--- config.mk ---
export PLATFORM = sky130hd
export DESIGN_NAME = cwcs_ram
export DESIGN_NICKNAME = d
export VERILOG_FILES = /design/src/design/cwcs_ram.sv
export SDC_FILE = /design/constraint.sdc
export NUM_CORES = 1
export LEC_CHECK = 0
export BUFFER_PORTS_ARGS = -buffer_cell sky130_fd_sc_hd__buf_4
export CAP_MARGIN = 20
export CORE_MARGIN = 5
export CORE_UTILIZATION = 31
export CTS_CLUSTER_DIAMETER = 50
export DETAILED_ROUTE_END_ITERATION = 6
export SETUP_SLACK_MARGIN = 0.5
export SYNTH_ARGS = -nofsm -noshare
export SYNTH_HDL_FRONTEND = slang
export SYNTH_SLANG_ARGS = --single-unit
--- constraint.sdc ---
create_clock -name clk_i -period 3.33 [get_ports clk_i]
set_clock_uncertainty 0.15 [all_clocks]
set_input_delay 0.333 -clock clk_i [delete_from_list [all_inputs] [get_ports clk_i]]
set_output_delay 0.333 -clock clk_i [all_outputs]
set_load 0.05 [all_outputs]
--- src/design/cwcs_ram.sv ---
// ----------------------------------------------------------------------------
// cwcs_ram
// generic single write port ram with registered read
// ----------------------------------------------------------------------------
module cwcs_ram #(
  parameter int unsigned Width = 8,
  parameter int unsigned Depth = 32
) (
  input  logic                     clk_i,
  input  logic                     we_i,
  input  logic [$clog2(Depth)-1:0] waddr_i,
  input  logic [Width-1:0]         wdata_i,
  input  logic [$clog2(Depth)-1:0] raddr_i,
  output logic [Width-1:0]         rdata_o
);

  logic [Width-1:0] mem_q [Depth];
  logic [Width-1:0] rdata_q;

  always_ff @(posedge clk_i) begin
    if (we_i) begin
      mem_q[waddr_i] <= wdata_i;
    end
    rdata_q <= mem_q[raddr_i];
  end

  assign rdata_o = rdata_q;

endmodule

==> summary.md <==
| Metric | Value |
|---|---|
| Hold buffer count at cts | 0 |
| Seq cells post-synth | 264 |
| Slew headroom | 0.4212 |
| Final setup margin | 1.280 ns |
| Cell row count | 66 |
| H-tree levels | 1 |
| Reg-to-Reg Start | mem_q[21][6] |
| Worst path required time | 3.60 ns |
| Height of the chip | 190.1 µm |
| Crit path DAT | 2.32 ns |
| Status | completed |
| Wire per inst | 21.59 µm |
| Reg clk slew, reported paths | 0.06 ns |
| First-pass DRT Iterations | 4 |
| Clk sink count | 264 |
| Largest net degree at the start of global routing | 38 |
| Post-CTS Setup Bufs | 0 |
| Syn avg cell area | 24.11 µm² |
| Fin crit period | 2.050 ns |
| Vias in the first global route | 4541 |
| Via count | 4306 |
| Final setup TNS | 0 ns |
| CP max-delay cell | mux4_2 |
| Nets | 478 |
| DRT antenna net count | 0 |
| Part of the Yosys area used for sequential elements | 0.7806 |
| Yosys warning total | 0 |
| Worst setup path class | input pin to flip-flop |
| Buf+Inv Stages, Crit Path | 2 |
| Worst Tran Pin Value | 0.8651 ns |
| Largest cells by area after synthesis | edfxtp_1, mux4_2, dfxtp_1, nor2_1, mux2_2 |
| Max Fclk | 487.8 MHz |
| Drt via density | 4.670 |
| Die footprint | 0.03613 mm² |
| Share of cells above drive strength 1 | 0.3500 |
| CTS tree | yes |
| Post-DP HPWL | 12.77 mm |
| # DRC | 0 |
| PortBufs | 27 |
| Final Hold Fails | 0 |
| Worst slack, placed | 0.6762 ns |
| Synth top area share | 0.7647 |
| Area growth syn-to-layout | 17.14% |
| Startpoint type of the worst setup path | input pin |
| Max-cap violation count | 0 |
| CTS root buffer | clkbuf_16 |
| RSZ-0062 raised after global routing | no |
| Worst hold path type | input pin to flip-flop |
| Routability cong. | 0.7758 |
| Pwr dens | 631.4 mW/mm² |
| # resized after CTS | 0 |
| Num ports | 28 |
| Initial cell density of the core | 0.3114 |
| Final setup violating endpoints | 0 |
| Max VDD drop | 334.0 µV |
| Clock buffer count from CTS | 28 |
| Cells after Synth | 417 |
| Crit path cell chain | buf_4, buf_4, mux4_2, mux4_2, mux2_2 |
| Fin crit share | 0.6156 |
| Critical path fanouts, max | 27 |
| Worst Setup SP | raddr_i[0] |
| Syn_nets | 437 |
| Most area-hungry cell type in the Yosys netlist | edfxtp_1 |
| P_leak | 3.624 nW |
| Worst skew pair latency | 0.53 ns |
| Crit-path leading delay family | multiplexers |
| Die Span X | 190.1 µm |
| 1st-iter DRT viols | 314 |
| Hold path startpoint | raddr_i[3] |
| Core Region | 0.03229 mm² |
| Distinct cell type count after synthesis | 15 |
| Fin. max-slew vios | 0 |
| First-pass GRT wire length | 30.10 mm |
| CP endpoint kind | flip-flop |
| Worst stage delay on the critical path | 0.60 ns |
| # diodes | 0 |
| GRT overflow | 0 |
| Post-Syn Area | 0.01005 mm² |
| Final WL | 19.90 mm |
| Antenna violations before repair | 0 |
| Worst-case clock buffer depth | 3 |
| Global Route Usage Sum | 0.1110 |
## flip-flops by register name, summed over array words and instances, names as in the netlist
register and flops:
mem_q 256, rdata_o 8
## power breakdown
part | switching [mW] | total [mW] | internal (mW)
Clock | 1.25 | 3.33 | 2.07
Sequential | 0.0164 | 3.71 | 3.69
Combinational | 0.236 | 0.399 | 0.163
## placed cells by master, fill, tap and decap left out, types with 3 or more instances in the layout
cell type  count
buf_4         29
bufinv_16      6
clkbuf_1       4
clkbuf_16     28
clkinv_2       4
dfxtp_1        8
edfxtp_1     256
mux2_2         8
mux4_2        80
nand3b_1       5
nor2_1        33
or3b_2         3
## per-layer routing
metal  vias up  GRT usage  part of all wire
met5         -          0                 0
met1      2296     0.1598              0.45
met4         0    0.02532             0.015
met2       113     0.1739              0.48
met3        28    0.02532             0.056
li1       1869          -                 -
## layout make-up
type / instances / area, µm²
Tap cell: 442 / 553.0
Timing Repair Buffer: 31 / 257.7
Multi-Input combinational cell: 133 / 2100
Sequential cell: 264 / 7848
Fill cell: 2886 / 20510
Clock inverter: 18 / 275.3
Clock buffer: 34 / 743.2
## cell usage after synthesis (all sizes together)
cell,count
or3,1
mux2,8
nand3b,5
or3b,3
mux4,80
buf,14
edfxtp,256
nand2,1
nand3,2
clkbuf,6
dfxtp,8
nor2,33
## metrics by stage
step                hold slack (ns)  power [mW]  instance area, µm²  instances  utilization
floorplan                    0.2819       4.020               10050        417            -
global placement             0.5714       4.177               10760        870       0.3332
detailed placement           0.5712       4.188               10760        870       0.3332
CTS                        0.008305       7.498               11780        922       0.3647
global route               0.005423       7.682               11780        922       0.3647
finish                      0.02246       7.436               11780        922       0.3647
## final timing paths
kind / endpoint / depth (start not counted) / slack, ns
worst max-delay path: rdata_o[2] / 5 / 1.28
worst min-delay path: rdata_o[0] / 2 / 0.02
worst max register to register: rdata_o[6] / 3 / 1.32
worst min register to register: rdata_o[0] / 3 / 0.75
## logic make-up (layout without fill, tap and decap cells)
group	after synthesis	count (layout)	synth area share
DFF	264	264	0.7806
muxes	88	88	0.1882
and+or+nand+nor	45	45	0.02066
buffers and inverters	20	83	0.01058
Note: power is estimated with default switching activity, not from simulation.
