File: config.mk
export PLATFORM = sky130hd
export DESIGN_NAME = cwcs_row_lane
export DESIGN_NICKNAME = d
export VERILOG_FILES = /design/src/design/cwcs_pkg.sv /design/src/design/cwcs_row_lane.sv
export SDC_FILE = /design/constraint.sdc
export NUM_CORES = 1
export LEC_CHECK = 0
export BUFFER_PORTS_ARGS = -buffer_cell sky130_fd_sc_hd__clkbuf_2
export CAP_MARGIN = 10
export CORE_ASPECT_RATIO = 1.2
export CORE_MARGIN = 3
export CORE_UTILIZATION = 58
export DETAILED_ROUTE_END_ITERATION = 10
export MAX_ROUTING_LAYER = met4
export PLACE_DENSITY = 0.79
export SYNTH_ARGS = -nofsm -noshare
export SYNTH_HDL_FRONTEND = slang
export SYNTH_SLANG_ARGS = --single-unit
File: constraint.sdc
create_clock -name clk_i -period 7.4 [get_ports clk_i]
set_input_delay 0.37 -clock clk_i [delete_from_list [all_inputs] [get_ports clk_i]]
set_output_delay 0.37 -clock clk_i [all_outputs]
set_load 0.05 [all_outputs]
File: src/design/cwcs_pkg.sv
// ----------------------------------------------------------------------------
// cwcs_pkg
// shared types and constants of the candle window chart scaler
// ----------------------------------------------------------------------------
package cwcs_pkg;

  localparam int unsigned DefWindow = 32;
  localparam int unsigned PriceW    = 31;
  localparam int unsigned TimeW     = 32;
  localparam int unsigned RowW      = 8;
  localparam int unsigned NumW      = 40;   // magnitude of (price - low) * scale

  // item kinds
  localparam logic [1:0] FUNC_APPEND = 2'd0;
  localparam logic [1:0] FUNC_UPDATE = 2'd1;
  localparam logic [1:0] FUNC_CLEAR  = 2'd2;

  // register indexes
  localparam logic [1:0] CFG_PANEL_TOP    = 2'd0;
  localparam logic [1:0] CFG_PANEL_BOTTOM = 2'd1;
  localparam logic [1:0] CFG_CANDLE_PITCH = 2'd2;

  // mapping constants shared by all row lanes
  typedef struct packed {
    logic signed [31:0] span;    // window high - window low
    logic signed [9:0]  scale;   // panel_top - 1 - panel_bottom
    logic [RowW-1:0]    bottom;
  } map_cfg_t;

  typedef enum logic [2:0] {
    LP_IDLE,
    LP_MUL,
    LP_DIV,
    LP_FIN,
    LP_DONE
  } lane_phase_e;

  typedef enum logic [2:0] {
    S_IDLE,
    S_STAT,
    S_SCAN_RD,
    S_SCAN_ACC,
    S_RD,
    S_LD,
    S_MAP,
    S_OUT
  } ctl_state_e;

endpackage

File: src/design/cwcs_row_lane.sv
// ----------------------------------------------------------------------------
// cwcs_row_lane
// maps one price to a pixel row: multiply, bit-serial divide, saturate
// ----------------------------------------------------------------------------
module cwcs_row_lane import cwcs_pkg::*; (
  input  logic              clk_i,
  input  logic              rst_ni,
  input  logic              start_i,
  input  logic [PriceW-1:0] price_i,
  input  logic [PriceW-1:0] low_i,
  input  map_cfg_t          mcfg_i,
  output logic [RowW-1:0]   row_o,
  output logic              done_o
);

  lane_phase_e phase_q, phase_d;

  logic signed [31:0] diff_q;
  logic [NumW-1:0]    num_q;
  logic [31:0]        rem_q;
  logic [PriceW-1:0]  div_q;
  logic               neg_q;
  logic [5:0]         cnt_q;
  logic [RowW-1:0]    row_q;

  logic signed [41:0] prod;
  logic [41:0]        prod_mag;
  logic [31:0]        span_mag;
  logic [31:0]        trial;
  logic               fit;
  logic signed [41:0] quot;
  logic signed [41:0] rsum;
  logic [RowW-1:0]    row_d;

  assign prod     = diff_q * mcfg_i.scale;
  assign prod_mag = prod[41] ? -prod : prod;
  assign span_mag = mcfg_i.span[31] ? -mcfg_i.span : mcfg_i.span;
  assign trial    = {rem_q[30:0], num_q[NumW-1]};
  assign fit      = trial >= {1'b0, div_q};

  always_comb begin
    quot = neg_q ? -$signed({2'b00, num_q}) : $signed({2'b00, num_q});
    rsum = quot + $signed({34'd0, mcfg_i.bottom});
    if (mcfg_i.span == '0) begin
      row_d = mcfg_i.bottom;
    end else if (rsum < 0) begin
      row_d = '0;
    end else if (rsum > 42'sd255) begin
      row_d = '1;
    end else begin
      row_d = rsum[RowW-1:0];
    end
  end

  // next phase
  always_comb begin
    phase_d = phase_q;
    case (phase_q)
      LP_IDLE: if (start_i) phase_d = LP_MUL;
      LP_MUL:  phase_d = LP_DIV;
      LP_DIV:  if (cnt_q == 6'd1) phase_d = LP_FIN;
      LP_FIN:  phase_d = LP_DONE;
      LP_DONE: phase_d = LP_IDLE;
      default: phase_d = LP_IDLE;
    endcase
  end

  // outputs
  always_comb begin
    done_o = (phase_q == LP_DONE);
    row_o  = row_q;
  end

  always_ff @(posedge clk_i or negedge rst_ni) begin
    if (!rst_ni) begin
      phase_q <= LP_IDLE;
    end else begin
      phase_q <= phase_d;
    end
  end

  always_ff @(posedge clk_i) begin
    case (phase_q)
      LP_IDLE: begin
        if (start_i) begin
          diff_q <= $signed({1'b0, price_i}) - $signed({1'b0, low_i});
        end
      end
      LP_MUL: begin
        num_q <= prod_mag[NumW-1:0];
        neg_q <= prod[41] ^ mcfg_i.span[31];
        div_q <= span_mag[PriceW-1:0];
        rem_q <= '0;
        cnt_q <= 6'(NumW);
      end
      LP_DIV: begin
        // one quotient bit per cycle, shifted in behind the numerator
        rem_q <= fit ? trial - {1'b0, div_q} : trial;
        num_q <= {num_q[NumW-2:0], fit};
        cnt_q <= cnt_q - 6'd1;
      end
      LP_FIN:  row_q <= row_d;
      default: ;
    endcase
  end

endmodule

==> results of run 1 <==
==> cell usage after synthesis, drive strengths merged (13+ instances only) <==
| master | instances |
|---|---|
| nor2b | 17 |
| inv | 414 |
| nand2 | 306 |
| clkbuf | 119 |
| xnor2 | 143 |
| or3 | 25 |
| a21oi | 125 |
| o21a | 29 |
| mux2i | 28 |
| o31ai | 23 |
| o211ai | 17 |
| nand4 | 17 |
| edfxtp | 149 |
| fa | 270 |
| xor2 | 53 |
| nor4 | 30 |
| a211o | 13 |
| buf | 16 |
| a21o | 57 |
| o41ai | 19 |
| ha | 168 |
| a31oi | 17 |
| a211oi | 18 |
| a2111oi | 13 |
| nor2 | 175 |
| nor3 | 48 |
| o21ai | 114 |
| nand3 | 51 |
| nand2b | 39 |
| or4 | 24 |
| and3 | 23 |
| and2 | 117 |
==> cell usage in the layout (no fill, tap or decap), drive strengths merged, types with 39 or more instances in the layout <==
| cell type | instances |
|---|---|
| o21ai | 114 |
| nand2b | 39 |
| nor3 | 48 |
| edfxtp | 149 |
| xnor2 | 143 |
| a21o | 57 |
| xor2 | 53 |
| buf | 94 |
| nor2 | 175 |
| clkbuf | 141 |
| ha | 168 |
| nand3 | 51 |
| fa | 270 |
| nand2 | 306 |
| a21oi | 125 |
| and2 | 117 |
| inv | 423 |
==> worst reg2reg max path, stage by stage, from the launching register on <==
cell	delay (ps)
edfxtp_1	590
nand2_1	130
fa_1	490
fa_1	540
inv_1	50
fa_1	500
fa_1	540
inv_1	50
fa_1	520
inv_1	40
ha_1	320
a211o_1	340
a211o_1	390
a21oi_4	240
xnor2_1	190
or4_1	560
or4_1	570
nor4_4	210
a31oi_1	140
xor2_1	180
mux2_4	260
==> final cells by class <==
type | instances | area [um^2] | share of cell area [%]
repair buffers | 218 | 1379 | 5.165
flip-flops and latches | 152 | 4549 | 17.04
clock buffers | 18 | 429.2 | 1.608
clock inverters | 14 | 177.7 | 0.6656
well taps | 546 | 683.2 | 2.559
inverters | 415 | 1558 | 5.835
multi-input cells | 2113 | 17920 | 67.12
==> sequential cells by signal, summed over array words and instances (netlist names) <==
register	count
phase_q	3
row_o	8
diff_q	32
cnt_q	6
num_q	40
neg_q	1
rem_q	31
div_q	31
==> worst paths after layout <==
check,startpoint,endpoint,slack [ps]
setup / recovery,diff_q[2],num_q[38],300
hold / removal,mcfg_i[18],div_q[0],110
setup reg to reg,diff_q[2],num_q[38],300
hold reg to reg,rem_q[29],rem_q[30],600
max in group asynchronous,rst_ni,phase_q[1],7020
min in group asynchronous,rst_ni,phase_q[2],270
==> layer usage <==
layer  up-vias  GRT usage [%]  part of all wire (%)
li1       9671              -                     -
met1      9834          32.05                    42
met2       615          46.02                    51
met3        86          3.737                   4.9
met4         0          7.228                   2.1
met5         -              -                     0
==> timing repair <==
action,in CTS,in global routing
endpoints found under the hold margin,3,0
endpoints found under the setup margin,0,12
gates resized for setup,0,3
hold buffers,1,0
buffers inserted,0,23
==> cells by family after synthesis <==
family                     count (synthesis)  synth area share [%]
muxes                                     33                 1.385
and+or+nand+nor                          922                 19.08
xor gates and xnor gates                 196                 7.016
buffers and inverters                    551                 8.767
DFF                                      152                 18.51
AOI/OAI and AO/OA                        524                 14.69
adders and majority gates                438                 30.55
==> through the flow <==
stage / worst slack (ps) / hold slack [ps] / TNS, ps / std cells
after global placement: 100.6 / 168.2 / 0 / 3420
after floorplan: 369.4 / 74.41 / 0 / 2816
after detailed placement: -3.142 / 170.8 / -3.142 / 3420
after CTS: 161.0 / 88.66 / 0 / 3453
final: 301.9 / 108.0 / 0 / 3476
after global routing: -0.4912 / 85.74 / -0.4912 / 3476
==> results.py, run 1 <==
metrics = {
    "placement": {
        "port_buffers": 123,
        "place_hpwl_mm": 45.82,
        "gp_congestion": 0.9127,
        "placed_cell_area_um2": 25890,
    },
    "logic_synthesis": {
        "ys_seq_area_share_pct": 18.51,
        "netlist_area_um2": 24580,
        "ys_async_sr_fraction_pct": 1.974,
        "synth_area_leaders": "fa_1 (22%), edfxtp_1 (18%), ha_1 (8.6%)",
        "synth_largest_area_cell": "fa_1",
        "synth_edf_count": 149,
        "postSynthCellCount": 2816,
        "synth_top_area_share_pct": 21.99,
        "synth_cell_type_count": 110,
        "synth_nets": 3369,
        "synth.avg_cell_area_um2": 8.727,
        "synth_ff_type": "edfxtp_1",
        "synth-seq-cells": 152,
        "yosys_warnings": 0,
    },
    "critical_path": {
        "max_stage_delay_ps": 590,
        "cp_common_cell": "fa_1",
        "crit_slowest_cell": "edfxtp_1",
        "cp_top_family": "adder cells",
        "required_ps": 7620,
        "path_buf_inv": 3,
        "critPathKind": "flop to flop",
        "crit_chain": "nand2_1 > fa_1 > fa_1 > inv_1 > fa_1 > fa_1 > inv_1 > fa_1 > inv_1 > ha_1 > a211o_1 > a211o_1 > a21oi_4 > xnor2_1 > or4_1 > or4_1 > nor4_4 > a31oi_1 > xor2_1 > mux2_4",
        "endpoint_kind": "flop",
        "cp-start-kind": "flop",
        "critPathMaxFanout": 10,
        "cp.depth": 20,
        "crit_arrival_ps": 7320,
        "rr_worst_depth": 20,
    },
    "timing": {
        "tightest_slew_ps": 1097,
        "finalHoldViolCount": 0,
        "max_slew_margin_pct": 26.64,
        "timing.fmax_ghz": 0.1409,
        "min_period_ps": 7098,
        "finClkSkew_ps": 15.71,
        "final-max-slew-violation-count": 0,
        "min_period_over_period_pct": 95.92,
        "finalSetupViolCount": 0,
    },
    "floorplanning": {
        "rows": 82,
        "ios": 124,
        "dieArea_um2": 44890,
        "die-width_um": 193.9,
        "chipHeight_um": 231.5,
        "core_area_um2": 41860,
        "start_util_pct": 58.71,
    },
    "run_status": {
        "status": "completed",
    },
    "flow_run": {
        "cap_violations": 0,
    },
    "grt": {
        "overflow": 0,
        "grt_util_all_layers_pct": 26.26,
        "grt_max_degree": 78,
        "antenna_found_initial": 0,
        "grt_pass1_wl_mm": 96.37,
        "grt_pass1_vias": 20610,
    },
    "route": {
        "wl_per_cell_um": 16.43,
        "viasPerCell": 5.813,
        "ant_nets": 0,
        "wl_mm": 57.12,
        "drc": 0,
        "drt_iter0_drc": 1310,
        "first_pass_iters": 8,
        "vias": 20210,
    },
    "finish": {
        "n_fill_cell": 3481,
        "syn2layout_area_growth_pct": 8.619,
        "drive_gt1_share_pct": 11.09,
        "diodes": 0,
        "nets": 3470,
        "design_area_um2": 26690,
        "final_util_pct": 63.77,
    },
    "cts": {
        "clk_pin_slew_ps": 80,
        "cts_tree": "built",
        "h-tree-depth": 4,
        "clock_latency_ps": 470,
        "cts_root_buffer": "clkbuf_16",
        "clock_sinks": 152,
        "cts_buffers": 17,
        "clk_path_buf_depth": 2,
    },
    "worst_hold_path": {
        "hp-class": "input port to flop",
        "worstHoldPathCells": 1,
    },
}
Power of run 1 is not shown: default switching activity piles up to over one toggle a cycle in this logic, so the estimate is an artifact.
==> run 2: changes to the inputs <==
Settings changed: CORE_UTILIZATION 58 to 65, PLACE_DENSITY 0.79 to 0.84.
Clock period 7.4 ns to 7.65 ns, I/O delays scaled along.
==> results.py, run 2 (same netlist as run 1, synthesis figures left out) <==
metrics = {
    "run_status": {
        "status": "completed",
    },
    "worst_hold_path": {
        "hp-class": "input port to flop",
        "worstHoldPathCells": 1,
    },
    "floorplanning": {
        "start_util_pct": 66.26,
        "dieArea_um2": 40190,
        "chipHeight_um": 219.0,
        "die-width_um": 183.5,
        "core_area_um2": 37090,
        "ios": 124,
        "rows": 77,
    },
    "finish": {
        "top_register": "num_q",
        "nets": 3430,
        "seq_area_um2": 4549,
        "n_fill_cell": 2777,
        "largest_register_ff_count": 40,
        "multi_input_area_um2": 17920,
        "final_common_cell": "inv_1",
        "diodes": 0,
        "largest_registers": "num_q (40), diff_q (32)",
        "final_cell_mix": "inv_1 (414), nand2_1 (304), fa_1 (270), nor2_1 (172), ha_1 (168)",
        "syn2layout_area_growth_pct": 6.837,
        "drive_gt1_share_pct": 9.827,
    },
    "grt": {
        "antenna_found_initial": 0,
        "grt_pass1_vias": 20520,
        "grt_pass1_wl_mm": 96.24,
        "grt_max_degree": 78,
        "grt_util_all_layers_pct": 29.74,
        "overflow": 0,
    },
    "critical_path": {
        "cp_top_family": "adder cells",
        "critPathMaxFanout": 9,
        "crit_slowest_cell": "or4b_1",
        "path_buf_inv": 3,
        "r2r_slack_ps": 260,
        "timing.rr.start": "diff_q[7]",
        "cp-endpoint": "num_q[38]",
        "critPathKind": "flop to flop",
        "max_stage_delay_ps": 650,
        "cp.depth": 21,
        "endpoint_kind": "flop",
        "cp-start-kind": "flop",
        "r2r-end": "num_q[38]",
        "required_ps": 7860,
        "critPathLaunch": "diff_q[7]",
        "crit_chain": "buf_4 > and2_1 > fa_1 > fa_1 > fa_1 > fa_1 > inv_1 > fa_1 > inv_1 > ha_1 > a21oi_1 > o21a_1 > o21a_1 > o31ai_2 > a211o_1 > a2111oi_2 > or4b_1 > nor4_4 > a31oi_1 > xor2_1 > mux2_4",
        "cp_common_cell": "fa_1",
        "crit_arrival_ps": 7600,
        "rr_worst_depth": 21,
    },
    "timing": {
        "timing.fmax_ghz": 0.1353,
        "finalHoldViolCount": 0,
        "finClkSkew_ps": 13.39,
        "max_slew_margin_pct": 29.35,
        "tightest_slew_ps": 1060,
        "min_period_ps": 7389,
        "min_period_over_period_pct": 96.58,
        "fin_ws_ps": 261.4,
        "whs_ps": 114.5,
        "final-max-slew-violation-count": 0,
        "grt_setup_unrepaired": "false",
        "finalSetupViolCount": 0,
    },
    "placement": {
        "place_hpwl_mm": 44.97,
        "place_ws_ps": -11.55,
        "port_buffers": 123,
        "gp_congestion": 0.9639,
    },
    "route": {
        "vias": 20320,
        "wl_mm": 57.11,
        "first_pass_iters": 5,
        "drt_iter0_drc": 1489,
        "wl_per_cell_um": 16.98,
        "drc": 0,
        "ant_nets": 0,
        "viasPerCell": 6.040,
    },
    "cts": {
        "clock_sinks": 152,
        "h-tree-depth": 4,
        "clk_path_buf_depth": 2,
        "cts_tree": "built",
        "clk_pin_slew_ps": 80,
        "cts_root_buffer": "clkbuf_16",
        "cts_buffers": 17,
        "clock_latency_ps": 460,
    },
    "flow_run": {
        "cap_violations": 0,
    },
}
[run 2: cell types whose count changed in the layout (fill, tap and decap cells not counted), sizes merged]
| cell | previous run | this run |
|---|---|---|
| clkinv | 3 | 5 |
| bufinv | 2 | 0 |
| buf | 94 | 54 |
| clkbuf | 141 | 140 |
| clkinvlp | 1 | 2 |
[run 2: what timing repair did]
| action | 4_1_cts | 5_1_grt |
|---|---|---|
| endpoints found under the setup margin | 0 | 6 |
| hold endpoints to repair | 3 | 0 |
| gates resized for setup | 0 | 2 |
| hold buffers | 1 | 0 |
| setup buffers | 0 | 11 |
[run 2: worst reg2reg max path, cell delays in order, from the launching register on]
cell       delay [ps]
edfxtp_1          570
buf_4             220
and2_1            170
fa_1              480
fa_1              520
fa_1              520
fa_1              550
inv_1              60
fa_1              520
inv_1              40
ha_1              390
a21oi_1           300
o21a_1            220
o21a_1            150
o31ai_2            90
a211o_1           340
a2111oi_2         400
or4b_1            650
nor4_4            350
a31oi_1           150
xor2_1            190
mux2_4            250
[run 2: cell type report]
type	instances	area share, %
timing repair buffer	178	3.974
clock buffer	17	1.620
tap	474	2.259
inverter	415	5.933
clock inverter	15	0.6433
multi-input combinational	2113	68.24
sequential	152	17.33
[run 2: how the worst min path moves through the flow]
stage / start / endpoint / slack (ps)
finish: mcfg_i[18] / div_q[0] / 110
global route: mcfg_i[18] / div_q[0] / 100
CTS: mcfg_i[18] / div_q[0] / 100
detailed placement: rst_ni / phase_q[1] / 190
global placement: rst_ni / phase_q[0] / 190
floorplan: rst_ni / phase_q[0] / 90
[run 2: stage by stage]
stage | setup TNS, ps | std cells | cell area (um^2) | utilization, %
6_report | 0 | 3364 | 26260 | 70.79
5_1_grt | 0 | 3364 | 26260 | 70.79
4_1_cts | 0 | 3353 | 26160 | 70.52
3_5_place_dp | -11.55 | 3320 | 25550 | 68.90
3_3_place_gp | 0 | 3320 | 25550 | 68.90
2_1_floorplan | 0 | 2816 | 24580 | -
[run 2: per-layer routing]
layer  global-route usage (%)  wire length [um]  up-vias
li1                         -                 -     9599
met1                    36.78             23580     9793
met2                    51.72             28740      790
met3                    3.001              3277      136
met4                    9.347              1514        0
met5                        -                 0        -
Power of run 2 is left out for the same reason.
==> run 3: changes to the inputs <==
Settings changed: CELL_PAD_IN_SITES_DETAIL_PLACEMENT set to 1, CELL_PAD_IN_SITES_GLOBAL_PLACEMENT set to 2, CORE_UTILIZATION 65 to 40, PLACE_DENSITY 0.84 to 0.87.
==> results.py, run 3 (same netlist as run 1, synthesis figures left out) <==
metrics = {
    "run_status": {
        "status": "completed",
    },
    "route": {
        "vias": 20080,
        "wl_per_cell_um": 17.60,
        "first_pass_iters": 5,
        "wl_mm": 65.26,
        "drt_iter0_drc": 793,
        "viasPerCell": 5.415,
        "ant_nets": 0,
        "drc": 0,
    },
    "flow_run": {
        "cap_violations": 0,
    },
    "finish": {
        "n_fill_cell": 7062,
        "largest_registers": "num_q (40), diff_q (32)",
        "diodes": 0,
        "top_register": "num_q",
        "syn2layout_area_growth_pct": 9.067,
        "final_common_cell": "inv_1",
        "nets": 3448,
        "drive_gt1_share_pct": 10.35,
        "final_cell_mix": "inv_1 (414), nand2_1 (304), fa_1 (270), nor2_1 (172), ha_1 (168)",
        "largest_register_ff_count": 40,
    },
    "floorplanning": {
        "ios": 124,
        "dieArea_um2": 64460,
        "rows": 98,
        "die-width_um": 232.3,
        "start_util_pct": 40.82,
        "core_area_um2": 60210,
        "chipHeight_um": 277.5,
    },
    "critical_path": {
        "crit_arrival_ps": 7510,
        "rr_worst_depth": 23,
        "endpoint_kind": "flop",
        "cp-start-kind": "flop",
        "critPathKind": "flop to flop",
        "timing.rr.start": "diff_q[6]",
        "required_ps": 7860,
        "critPathMaxFanout": 8,
        "critPathLaunch": "diff_q[6]",
    },
    "grt": {
        "grt_util_all_layers_pct": 21.25,
        "grt_pass1_wl_mm": 109.5,
        "grt_pass1_vias": 22250,
        "grt_max_degree": 78,
        "antenna_found_initial": 0,
        "overflow": 0,
    },
    "timing": {
        "timing.fmax_ghz": 0.1368,
        "min_period_over_period_pct": 95.53,
        "tightest_slew_ps": 1135,
        "min_period_ps": 7308,
        "grt_setup_unrepaired": "false",
        "max_slew_margin_pct": 24.05,
        "finClkSkew_ps": 17.83,
        "finalSetupViolCount": 0,
        "final-max-slew-violation-count": 0,
        "fin_ws_ps": 342.2,
        "finalHoldViolCount": 0,
    },
    "cts": {
        "cts_root_buffer": "clkbuf_16",
        "cts_buffers": 17,
        "clock_sinks": 152,
        "clock_latency_ps": 500,
        "h-tree-depth": 4,
        "clk_path_buf_depth": 2,
        "cts_tree": "built",
        "clk_pin_slew_ps": 80,
    },
    "placement": {
        "port_buffers": 123,
        "place_hpwl_mm": 53.62,
        "gp_congestion": 0.8826,
        "place_ws_ps": -42.14,
    },
    "worst_hold_path": {
        "worstHoldPathCells": 1,
        "hp-class": "input port to flop",
        "hp-start": "mcfg_i[18]",
    },
}
## run 3: cell count changes in the layout (fill, tap and decap cells not counted), sizes merged
cell    previous run  this run
clkbuf           140       141
buf               54        72
bufinv             0         1
inv              423       421
## run 3: path summary, 6_finish.rpt
kind	to	slack, ps
min	div_q[0]	90
min in group asynchronous	phase_q[1]	210
max	num_q[33]	340
max reg2reg	num_q[33]	340
min reg2reg	cnt_q[5]	590
max in group asynchronous	phase_q[0]	7320
## run 3: metal layers
layer	share of wire (%)	vias to the layer above	routed length [um]	GRT usage [%]
met2	53	284	34350	38.49
li1	-	9630	-	-
met5	0	-	0	-
met4	2.2	0	1464	6.311
met3	2.7	86	1787	2.465
met1	42	10080	27650	24.49
## run 3: critical path: stages (launching register included)
cell	delay, ps
edfxtp_1	570
nand2_1	140
fa_1	520
inv_1	50
fa_1	490
inv_1	50
fa_1	470
inv_1	50
fa_1	520
inv_1	50
fa_1	520
inv_1	40
ha_1	300
a21o_1	210
or3_1	330
o21ai_2	240
o31ai_2	140
a211o_1	340
a2111oi_2	390
or4b_1	660
nor4_2	480
a31oi_1	160
xnor2_1	190
a21oi_1	80
## run 3: through the flow
| step | instances | instance area (um^2) | util (%) | hold slack, ps | setup TNS [ps] |
|---|---|---|---|---|---|
| floorplan | 2816 | 24580 | - | 86.91 | 0 |
| global placement | 3664 | 26110 | 43.37 | 182.5 | 0 |
| detailed placement | 3664 | 26110 | 43.37 | 187.9 | -45.47 |
| CTS | 3697 | 26710 | 44.37 | 45.00 | 0 |
| global route | 3708 | 26800 | 44.52 | 70.08 | 0 |
| finish | 3708 | 26800 | 44.52 | 88.95 | 0 |
## run 3: what timing repair did
| item | CTS | global route |
|---|---|---|
| endpoints found under the hold margin | 3 | 0 |
| gates resized for setup | 0 | 2 |
| setup buffers | 0 | 11 |
| hold buffers | 1 | 0 |
| setup endpoints to repair | 0 | 9 |
## run 3: cell type report
class,count,area (um^2),share of cell area (%)
Clock buffer,18,429.2,1.601
Multi-Input combinational cell,2113,17910,66.83
Clock inverter,14,161.4,0.6022
Timing Repair Buffer,196,1191,4.444
Tap cell,800,1001,3.734
Sequential cell,152,4549,16.97
Inverter,415,1558,5.811
Power of run 3 is left out for the same reason.
